--- src/hw/rtl/hslp_pkg.sv ---
// ----------------------------------------------------------------------------
// hslp_pkg
// Shared types and constants of the hex sensor line parser.
// ----------------------------------------------------------------------------
`default_nettype none

package hslp_pkg;

	localparam int LINE_LIMIT  = 256;
	localparam int FIELD_COUNT = 10;

	// line position saturates at the limit, so it must hold the limit itself
	localparam int POS_W   = $clog2(LINE_LIMIT + 1);
	localparam int PAY_W   = $clog2(FIELD_COUNT * 4 + 1);
	localparam int GROUP_W = PAY_W - 2;

	localparam int TQ_DEPTH = 4;
	localparam int TQ_AW    = $clog2(TQ_DEPTH);
	localparam int TQ_CW    = $clog2(TQ_DEPTH + 1);

	localparam logic [7:0] CH_NUL     = 8'h00;
	localparam logic [7:0] CH_NEWLINE = 8'h0a;
	localparam logic [7:0] CH_SPACE   = 8'h20;
	localparam logic [7:0] CH_COLON   = 8'h3a;

	localparam logic [1:0] SLOT_LAST = 2'd3;

	typedef enum logic [1:0] {
		PH_SEEK,
		PH_SKIP,
		PH_GATHER,
		PH_DONE
	} phase_t;

	// one gathered character, already decoded
	typedef struct packed {
		logic [3:0]         nibble;
		logic               bad;
		logic [1:0]         slot;
		logic [GROUP_W-1:0] group;
	} token_t;

endpackage

`default_nettype wire

--- src/hw/rtl/hslp_front.sv ---
// ----------------------------------------------------------------------------
// hslp_front
// Line tracking: finds the colon, skips one byte, decodes non-space payload characters
// and hands each one on as a token with its group and slot.
// ----------------------------------------------------------------------------
`default_nettype none

module hslp_front (
	input  wire logic                    clk,
	input  wire logic                    arst_n,
	input  wire logic                    byte_valid,
	input  wire logic [7:0]              char_byte,
	output hslp_pkg::token_t             tok,
	output logic                         tok_valid
);

	hslp_pkg::phase_t              phase_q, phase_d;
	logic [hslp_pkg::POS_W-1:0]    pos_q, pos_d;
	logic [hslp_pkg::PAY_W-1:0]    count_q, count_d;

	logic       line_end;
	logic       in_limit;
	logic       is_digit;
	logic       is_lower;
	logic [3:0] nib;

	assign line_end = (char_byte == hslp_pkg::CH_NEWLINE) || (char_byte == hslp_pkg::CH_NUL);
	assign in_limit = pos_q < hslp_pkg::POS_W'(hslp_pkg::LINE_LIMIT);
	assign is_digit = (char_byte >= 8'h30) && (char_byte <= 8'h39);
	assign is_lower = (char_byte >= 8'h61) && (char_byte <= 8'h66);

	always_comb begin
		if (is_digit) begin
			nib = char_byte[3:0];
		end else if (is_lower) begin
			nib = char_byte[3:0] + 4'd9;
		end else begin
			nib = 4'd0;
		end
	end

	always_ff @(posedge clk or negedge arst_n) begin
		if (!arst_n) begin
			phase_q <= hslp_pkg::PH_SEEK;
			pos_q   <= '0;
			count_q <= '0;
		end else begin
			phase_q <= phase_d;
			pos_q   <= pos_d;
			count_q <= count_d;
		end
	end

	always_comb begin
		phase_d    = phase_q;
		pos_d      = pos_q;
		count_d    = count_q;
		tok_valid  = 1'b0;
		tok.nibble = nib;
		tok.bad    = !(is_digit || is_lower);
		tok.slot   = count_q[1:0];
		tok.group  = count_q[hslp_pkg::PAY_W-1:2];
		if (byte_valid) begin
			if (line_end) begin
				phase_d = hslp_pkg::PH_SEEK;
				pos_d   = '0;
				count_d = '0;
			end else if (in_limit) begin
				pos_d = pos_q + 1'b1;
				unique case (phase_q)
					hslp_pkg::PH_SEEK: begin
						if (char_byte == hslp_pkg::CH_COLON) begin
							phase_d = hslp_pkg::PH_SKIP;
						end
					end
					hslp_pkg::PH_SKIP: begin
						phase_d = hslp_pkg::PH_GATHER;
					end
					hslp_pkg::PH_GATHER: begin
						if (char_byte != hslp_pkg::CH_SPACE) begin
							tok_valid = 1'b1;
							count_d   = count_q + 1'b1;
							if (tok.slot == hslp_pkg::SLOT_LAST &&
							    tok.group == hslp_pkg::GROUP_W'(hslp_pkg::FIELD_COUNT - 1)) begin
								phase_d = hslp_pkg::PH_DONE;
							end
						end
					end
					hslp_pkg::PH_DONE: begin
					end
					default: begin
					end
				endcase
			end
		end
	end

endmodule

`default_nettype wire

--- src/hw/rtl/hslp_token_queue.sv ---
// ----------------------------------------------------------------------------
// hslp_token_queue
// Short first-in first-out queue of tokens between front and back.
// ----------------------------------------------------------------------------
`default_nettype none

module hslp_token_queue (
	input  wire logic             clk,
	input  wire logic             arst_n,
	input  wire logic             wr_en,
	input  wire hslp_pkg::token_t wr_tok,
	input  wire logic             rd_en,
	output hslp_pkg::token_t      rd_tok,
	output logic                  not_empty,
	output logic                  is_full
);

	hslp_pkg::token_t               mem_q [hslp_pkg::TQ_DEPTH];
	logic [hslp_pkg::TQ_AW-1:0]     wr_ptr_q;
	logic [hslp_pkg::TQ_AW-1:0]     rd_ptr_q;
	logic [hslp_pkg::TQ_CW-1:0]     count_q;

	assign not_empty = count_q != '0;
	assign is_full   = count_q == hslp_pkg::TQ_CW'(hslp_pkg::TQ_DEPTH);
	assign rd_tok    = mem_q[rd_ptr_q];

	always_ff @(posedge clk) begin
		if (wr_en) begin
			mem_q[wr_ptr_q] <= wr_tok;
		end
	end

	always_ff @(posedge clk or negedge arst_n) begin
		if (!arst_n) begin
			wr_ptr_q <= '0;
			rd_ptr_q <= '0;
			count_q  <= '0;
		end else begin
			if (wr_en) begin
				wr_ptr_q <= wr_ptr_q + 1'b1;
			end
			if (rd_en) begin
				rd_ptr_q <= rd_ptr_q + 1'b1;
			end
			if (wr_en && !rd_en) begin
				count_q <= count_q + 1'b1;
			end else if (rd_en && !wr_en) begin
				count_q <= count_q - 1'b1;
			end
		end
	end

endmodule

`default_nettype wire

--- src/hw/rtl/hslp_back.sv ---
// ----------------------------------------------------------------------------
// hslp_back
// Group assembly: builds each 16-bit sample from four tokens and holds the
// finished word in the result register.
// ----------------------------------------------------------------------------
`default_nettype none

module hslp_back (
	input  wire logic               clk,
	input  wire logic               arst_n,
	input  wire logic               tok_valid,
	input  wire hslp_pkg::token_t   tok,
	output logic                    tok_pop,
	input  wire logic               pop,
	output logic                    empty,
	output logic [3:0]              channel,
	output logic signed [15:0]      sample_value,
	output logic                    bad_hex,
	output logic                    last_of_line
);

	logic [15:0] word_q, word_d;
	logic        bad_q, bad_d;
	logic        out_valid_q;
	logic        emit;
	logic        out_pop;
	logic [15:0] placed;

	// text order within a group is high nibble then low nibble of each byte
	always_comb begin
		case (tok.slot)
			2'd0:    placed = {8'h00, tok.nibble, 4'h0};
			2'd1:    placed = {12'h000, tok.nibble};
			2'd2:    placed = {tok.nibble, 12'h000};
			default: placed = {4'h0, tok.nibble, 8'h00};
		endcase
	end

	assign word_d  = ((tok.slot == 2'd0) ? 16'h0000 : word_q) | placed;
	assign bad_d   = ((tok.slot == 2'd0) ? 1'b0 : bad_q) | tok.bad;
	assign emit    = (tok.slot == hslp_pkg::SLOT_LAST) && (tok.group != '0);
	assign out_pop = pop && out_valid_q;
	assign tok_pop = tok_valid && (!emit || !out_valid_q || out_pop);
	assign empty   = !out_valid_q;

	always_ff @(posedge clk) begin
		if (tok_pop) begin
			word_q <= word_d;
			bad_q  <= bad_d;
		end
		if (tok_pop && emit) begin
			channel      <= 4'(tok.group - 1'b1);
			sample_value <= bad_d ? 16'sh0000 : signed'(word_d);
			bad_hex      <= bad_d;
			last_of_line <= tok.group == hslp_pkg::GROUP_W'(hslp_pkg::FIELD_COUNT - 1);
		end
	end

	always_ff @(posedge clk or negedge arst_n) begin
		if (!arst_n) begin
			out_valid_q <= 1'b0;
		end else if (tok_pop && emit) begin
			out_valid_q <= 1'b1;
		end else if (out_pop) begin
			out_valid_q <= 1'b0;
		end
	end

endmodule

`default_nettype wire

--- src/hw/rtl/hex_sensor_line_parser.sv ---
// ----------------------------------------------------------------------------
// hex_sensor_line_parser
// Turns a text stream of sensor lines into signed per-channel samples.
// ----------------------------------------------------------------------------
// One character is taken per cycle, back to back, for as long as the token
// queue between the line tracker and the group assembler has room; the
// assembler drains one token per cycle, so full only rises when results are
// left unpopped. Each line is searched for its first colon, the byte after it
// is skipped, and the remaining non-space characters are read as groups of
// four lower-case hex digits, low byte first. The first group (timestamp) is
// dropped; every later group gives one result with its channel, the sample
// (zero when the group held a non-hex character), bad_hex and last_of_line
// on the final channel. A result passes through the token queue and then the
// result register before it shows on the result ports. Newline or NUL ends a
// line; bytes past the line limit are ignored.
`default_nettype none

module hex_sensor_line_parser (
	input  wire logic               clk,
	input  wire logic               arst_n,
	input  wire logic               push,
	output logic                    full,
	input  wire logic [7:0]         char_byte,
	input  wire logic               pop,
	output logic                    empty,
	output logic [3:0]              channel,
	output logic signed [15:0]      sample_value,
	output logic                    bad_hex,
	output logic                    last_of_line
);

	hslp_pkg::token_t front_tok;
	hslp_pkg::token_t queue_tok;
	logic             front_tok_valid;
	logic             queue_not_empty;
	logic             queue_pop;
	logic             accept;

	assign accept = push && !full;

	hslp_front u_front (
		.clk        (clk),
		.arst_n     (arst_n),
		.byte_valid (accept),
		.char_byte  (char_byte),
		.tok        (front_tok),
		.tok_valid  (front_tok_valid)
	);

	hslp_token_queue u_queue (
		.clk       (clk),
		.arst_n    (arst_n),
		.wr_en     (front_tok_valid),
		.wr_tok    (front_tok),
		.rd_en     (queue_pop),
		.rd_tok    (queue_tok),
		.not_empty (queue_not_empty),
		.is_full   (full)
	);

	hslp_back u_back (
		.clk          (clk),
		.arst_n       (arst_n),
		.tok_valid    (queue_not_empty),
		.tok          (queue_tok),
		.tok_pop      (queue_pop),
		.pop          (pop),
		.empty        (empty),
		.channel      (channel),
		.sample_value (sample_value),
		.bad_hex      (bad_hex),
		.last_of_line (last_of_line)
	);

endmodule

`default_nettype wire

--- config.mk ---
export PLATFORM = sky130hd
export DESIGN_NAME = hex_sensor_line_parser
export DESIGN_NICKNAME = d
export VERILOG_FILES = /design/src/hw/rtl/hslp_pkg.sv /design/src/hw/rtl/hslp_front.sv /design/src/hw/rtl/hslp_token_queue.sv /design/src/hw/rtl/hslp_back.sv /design/src/hw/rtl/hex_sensor_line_parser.sv
export SDC_FILE = /design/constraint.sdc
export NUM_CORES = 1
export LEC_CHECK = 0
export BUFFER_PORTS_ARGS = -buffer_cell sky130_fd_sc_hd__buf_2
export CELL_PAD_IN_SITES_DETAIL_PLACEMENT = 0
export CELL_PAD_IN_SITES_GLOBAL_PLACEMENT = 1
export CORE_ASPECT_RATIO = 0.75
export CORE_MARGIN = 3
export CORE_UTILIZATION = 50
export CTS_CLUSTER_SIZE = 30
export DETAILED_ROUTE_END_ITERATION = 10
export PLACE_DENSITY = 0.79
export SYNTH_ARGS = -nofsm -noshare
export SYNTH_HDL_FRONTEND = slang
export SYNTH_HIERARCHICAL = 1
export SYNTH_SLANG_ARGS = --single-unit
--- constraint.sdc ---
create_clock -name clk -period 4.6 [get_ports clk]
set_clock_uncertainty 0.1 [all_clocks]
set_input_delay 0.69 -clock clk [delete_from_list [all_inputs] [get_ports clk]]
set_output_delay 0.69 -clock clk [all_outputs]
set_load 0.005 [all_outputs]
# ---- Word level (Yosys, flattened, before mapping)
# Memory sizes are Yosys's and may differ from the RTL's.
# Index checks and enable logic that the tools add are counted.
dict set report word_totals {
  reg_bits 64
  mem_bits_rw 44
  wordCells 106
  n_memories 1
}
dict set report classes {
  bitwise_logic 2
  eq_ne 15
  addsub 8
  n_mux 28
  magnitude_cmp 5
  n_reduce_logical 34
}
# memory words width read_ports rd_ports_with_merged_regs wr line_no
set mem_list {}
lappend mem_list {u_queue.mem_q 4 11 1 0 1 hslp_token_queue.sv:18} ;# hslp_pkg::token_t mem_q [hslp_pkg::TQ_DEPTH];
# cell count
set op_table {}
lappend op_table {{one-hot mux 16 bit (3 select lines)} 1}
lappend op_table {{2-to-1 mux 6 bit} 4}
lappend op_table {{2-to-1 mux 9 bit} 2}
lappend op_table {{2-to-1 mux 16 bit} 1}
lappend op_table {{OR 16 bit} 1}
lappend op_table {{logical AND 1 bit} 10}
lappend op_table {{2-to-1 mux 1 bit} 10}
lappend op_table {{2-to-1 mux 2 bit} 5}
lappend op_table {{nonzero test 2 bit} 5}
lappend op_table {{adder 9 x 1 -> 9 bit (second input constant)} 1}
lappend op_table {{< comparator 9 bit (second input constant)} 1}
lappend op_table {{inequality test 3 x 1 -> 1 bit (second input constant)} 3}
lappend op_table {{== test 2 bit (second input constant)} 4}
lappend op_table {{== test 4 bit (second input constant)} 2}
lappend op_table {{== test 8 x 4 -> 1 bit (second input constant)} 1}
lappend op_table {{== test 8 x 6 -> 1 bit (second input constant)} 1}
lappend op_table {{>= comparator 8 x 6 -> 1 bit (second input constant)} 1}
lappend op_table {{>= comparator 8 x 7 -> 1 bit (second input constant)} 1}
lappend op_table {{<= comparator 8 x 6 -> 1 bit (second input constant)} 1}
lappend op_table {{<= comparator 8 x 7 -> 1 bit (second input constant)} 1}
lappend op_table {{zero test 8 bit} 1}
lappend op_table {{2-to-1 mux 4 bit} 2}
lappend op_table {{inequality test 8 x 6 -> 1 bit (second input constant)} 1}
lappend op_table {{nonzero test 4 bit} 2}
lappend op_table {{other kinds (18)} 30}

# ---- Longest topological paths before layout
dict set report depth {
  ltp_word 10
  mapped_depth 13
}

# ---- Hierarchy
# The synthesis kept the hierarchy.
# module seq_area_each_um2 instances cells_each area_per_inst_um2
set modules_own_cells {}
lappend modules_own_cells {hslp_token_queue 1496.4 1 91 1988.2}
lappend modules_own_cells {hslp_back 1196.1 1 131 1825.5}
lappend modules_own_cells {hslp_front 425.4 1 129 1206.2}
lappend modules_own_cells {hex_sensor_line_parser 0.0 1 1 13.8}

# ---- Least setup slack after synthesis
# No wires, ideal clock.
dict set report synth_timing {
  kind {register to register}
  startpoint {reg u_queue/rd_ptr_q[0] (netlist bit)}
  endpoint {reg u_back.bad_hex, enable pin}
  path_stages_with_launch 7
  setup_ps 433
  slack_ps 1036
  period_less_slack_ps 3564
  arrival_ps 3030
  n_path_buf 1
  path_cell_list {dfrtp_1 -> buf_6 -> mux4_2 -> inv_1 -> ha_1 -> nor3b_1 -> nor3b_1}
}
# item line_no
set synth_rtl {}
lappend synth_rtl {{from (decl)} hslp_token_queue.sv:20} ;# logic [hslp_pkg::TQ_AW-1:0] rd_ptr_q;
lappend synth_rtl {{from (signal assigned)} hslp_token_queue.sv:43} ;# rd_ptr_q <= rd_ptr_q + 1'b1;
lappend synth_rtl {{to (signal assigned)} hslp_back.sv:54} ;# bad_hex <= bad_d;
lappend synth_rtl {{to (decl)} hslp_back.sv:18} ;# output logic bad_hex,

==> impl_results.rst <==
.. list-table::
   :header-rows: 1

   * - Metric
     - Value
   * - Library cell with the highest instance count after synthesis
     - sky130_fd_sc_hd__edfxtp_1
   * - H-tree level count
     - 3
   * - Slew at the pin closest to its max-slew limit
     - slightly above 0.8 ns
   * - Clock buffers created by TritonCTS
     - 9
   * - Path type of the worst setup path
     - register to register
   * - Library cell used as clock root buffer
     - sky130_fd_sc_hd__clkbuf_16
   * - Iteration-0 DRC count of the detailed router
     - approximately 220
   * - Via count
     - 2915
   * - Synth Net Count
     - between 300 and 400
   * - Finished Core Util
     - 57.6%
   * - Clock sinks
     - about 110
   * - Element type at the critical path start
     - register
   * - Synthesis Warnings
     - 6
   * - DP Wirelength
     - between 5000 and 6000 um
   * - Proportion of power drawn by combinational gates
     - between 30% and 40%
   * - Endpoints failing hold
     - 0
   * - Remaining max-slew budget at the tightest pin
     - between 40% and 50%
   * - Share of post-route cells with drive strength above 1
     - between 20% and 30%
   * - Pin count of the biggest net entering global routing
     - 26
   * - Wire length of the first global-routing pass
     - roughly 15000 um
   * - Worst setup slack before clock tree synthesis
     - about 1.2 ns
   * - Required time reported for the critical path endpoint
     - ~4.7 ns
   * - Worst Setup Slack, final
     - roughly 1.2 ns
   * - Tightest Hold Check Type
     - input pin to async pin
   * - Count of placed standard cells including taps
     - between 500 and 600
   * - Library cell occupying the most area in the post-synthesis netlist
     - sky130_fd_sc_hd__edfxtp_1
   * - Count of nets after finishing
     - 421
   * - Placer Congestion
     - 0.732
   * - Syn avg cell area
     - between 10 and 15 um^2
   * - Area after detailed placement
     - between 5000 and 6000 um^2
   * - Placement row count
     - 31
   * - Top cell types by occurrence after synthesis
     - sky130_fd_sc_hd__edfxtp_1 (83), sky130_fd_sc_hd__inv_1 (26), sky130_fd_sc_hd__dfrtp_1 (25)
   * - Number of violations of the max-capacitance limit
     - 0
   * - Antenna violations before repair
     - 0
   * - Sequential fraction of the synthesis area
     - about three fifths
   * - Cells after synthesis
     - 352
   * - Worst-Skew Late Latency
     - roughly 0.34 ns
   * - Status
     - finished, final reports clean
   * - Type of element capturing the critical path
     - register
   * - Internal power consumption
     - ~2.2 mW
   * - Total grt overflow
     - 0
   * - Number of diodes added for antenna fixing
     - 0
   * - Top area cells in the synthesized netlist
     - sky130_fd_sc_hd__edfxtp_1 (50%), sky130_fd_sc_hd__dfrtp_1 (12%), sky130_fd_sc_hd__ha_1 (4.0%)
   * - Final ANT Viol Nets
     - 0
   * - Initial core utilization
     - between 50 and 60%
   * - Post-Layout Inst Area
     - around 5600 um^2
   * - Syn-to-layout area delta
     - 11.4%
   * - Sum of negative setup slack
     - 0 ns
   * - Die area
     - 11300 um^2
   * - Setup repair after global routing missed its margin
     - false
   * - Resized cells post-CTS
     - 0
   * - TritonCTS clock tree
     - built
   * - Filler-free cell count of the finished design
     - ~530
   * - Register clock-pin slew on the reported worst setup and hold paths
     - around 0.070 ns
   * - Number of flip-flops and latches in the synthesized netlist
     - ~110
   * - WL/cell
     - ~17 um
   * - I/O Buffers
     - 35
   * - Die Y
     - 92.9 um
   * - CTS hold repair buffers
     - 0
   * - Final setup violation count
     - 0
   * - Maximum operating frequency
     - roughly 0.30 GHz
   * - Via count of the first global-routing pass
     - about 2900
   * - Final Max Slew Viols
     - 0
   * - Cell Pwr Density
     - 582 nW/um^2
   * - Final worst path period share
     - 73.5%
   * - Leakage power summed over all cells
     - 2.23 nW
   * - Switching power share of the total
     - 32.9%
   * - Fraction of power consumed by the clock network
     - 22.1%
   * - Power consumption
     - roughly 3.3 mW
   * - Maximum fanout along the worst path
     - 12
   * - Maximum ir drop on the vdd rail
     - around 0.28 mV
   * - Core region area
     - slightly below 10000 um^2
   * - Post-CTS Setup Repair Bufs
     - 0
   * - Critical Path AT
     - around 3.5 ns
   * - Clk buf depth
     - 2
   * - Overall die width
     - around 120 um
   * - # DRC
     - 0
   * - Via-to-Cell Ratio
     - 5.51
   * - Tightest hold margin
     - roughly 0.24 ns
   * - Top_reg_cell synth
     - sky130_fd_sc_hd__edfxtp_1
   * - Part of the total power dissipated in sequential elements
     - roughly 46%
   * - Share of flip-flops with an asynchronous set or reset after synthesis
     - a little under a quarter
   * - Post-synth cell types
     - a little under 60
   * - Synth Cell Area
     - 5030 um^2
   * - Final wirelength
     - ~9000 um
   * - Number of enable-type register cells in the synthesized netlist
     - between 80 and 90
   * - Area fraction of the dominant cell type after synthesis
     - approximately 50%
   * - All-layer global routing usage
     - 17.1%
   * - Top Ports
     - 36
   * - Power spent charging and discharging nets
     - ~1.1 mW
   * - Final critical-path required period
     - about 3.4 ns
   * - Number of optimization iterations in the first detailed-route pass
     - 4
[cell families (layout without fill, tap and decap cells)]
group | count (synthesis) | in the layout | share of synthesized area, %
fa+ha+maj | 17 | 17 | 4.37
mux | 17 | 17 | 6.41
buf+inv | 37 | 82 | 3.80
xor+xnor | 16 | 16 | 2.78
simple gates | 93 | 93 | 10.9
compound gates | 64 | 64 | 9.79
flops | 108 | 108 | 61.9
[final timing paths]
| kind | endpoint | cells after the start | slack [ns] | startpoint |
|---|---|---|---|---|
| worst max-delay path | u_queue/count_q[1] | 10 | 1.22 | u_queue/rd_ptr_q[1] |
| worst min-delay path | u_queue/wr_ptr_q[0] | 1 | 0.24 | arst_n |
| worst max register to register | u_queue/count_q[1] | 10 | 1.22 | u_queue/rd_ptr_q[1] |
| worst min register to register | u_queue/count_q[2] | 1 | 0.39 | u_queue/count_q[2] |
| max in group asynchronous | u_front/count_q[1] | 1 | 3.77 | arst_n |
| min in group clk | u_queue/count_q[2] | 1 | 0.39 | u_queue/count_q[2] |
[state kept, by name, summed over array words and instances (netlist names)]
register             cells
u_queue/mem_q           44
u_back/sample_value     16
u_back/word_q           16
u_front/pos_q            9
u_front/count_q          6
u_back/channel           4
u_queue/count_q          3
u_front/phase_q          2
u_queue/rd_ptr_q         2
u_queue/wr_ptr_q         2
u_back/bad_hex           1
u_back/bad_q             1
u_back/last_of_line      1
u_back/out_valid_q       1
[critical path, cell delays in order, from the launching register on]
cell and delay (ns):
sky130_fd_sc_hd__dfrtp_1 0.71, sky130_fd_sc_hd__mux4_2 0.43, sky130_fd_sc_hd__inv_1 0.09, sky130_fd_sc_hd__ha_1 0.18
sky130_fd_sc_hd__nor3b_1 0.54, sky130_fd_sc_hd__o31a_1 0.23, sky130_fd_sc_hd__inv_1 0.05, sky130_fd_sc_hd__ha_1 0.20
sky130_fd_sc_hd__inv_1 0.07, sky130_fd_sc_hd__fa_1 0.40, sky130_fd_sc_hd__mux2_2 0.27
[per-layer routing]
layer / vias to the layer above / GRT usage [%] / share of wire, % / wire length (um)
met5: - / 0 / 0 / 0
met3: 7 / 5.74 / 6.9 / 607
met1: 1422 / 25.0 / 47 / 4110
li1: 1409 / - / - / -
met2: 77 / 24.8 / 45 / 4000
met4: 0 / 4.38 / 0.90 / 79
[final cells by class]
| class | instances | area (um^2) |
|---|---|---|
| repair buffers | 40 | 213 |
| well taps | 132 | 165 |
| fillers | 796 | 4130 |
| multi-input cells | 207 | 1730 |
| inverters | 26 | 97.6 |
| clock buffers | 10 | 239 |
| clock inverters | 6 | 46.3 |
| flip-flops and latches | 108 | 3120 |
[cells in the final DEF, fill, tap and decap left out, types with 9 or more instances in the layout]
master	count
sky130_fd_sc_hd__clkbuf_16	9
sky130_fd_sc_hd__nor2_1	15
sky130_fd_sc_hd__dfrtp_1	25
sky130_fd_sc_hd__xor2_1	10
sky130_fd_sc_hd__ha_1	16
sky130_fd_sc_hd__buf_2	35
sky130_fd_sc_hd__a21oi_1	11
sky130_fd_sc_hd__nand2b_1	11
sky130_fd_sc_hd__edfxtp_1	83
sky130_fd_sc_hd__inv_1	26
sky130_fd_sc_hd__o21ai_1	9
sky130_fd_sc_hd__nand2_1	20
[power groups by stage]
stage	registers, mW	logic (mW)	clock network [mW]
after floorplan	1.50	0.810	0
after global placement	1.52	1.01	0
after detailed placement	1.53	1.03	0
after CTS	1.52	1.04	0.746
after global routing	1.54	1.16	0.786
final	1.51	1.03	0.721
(Power assumes the default switching activity.)
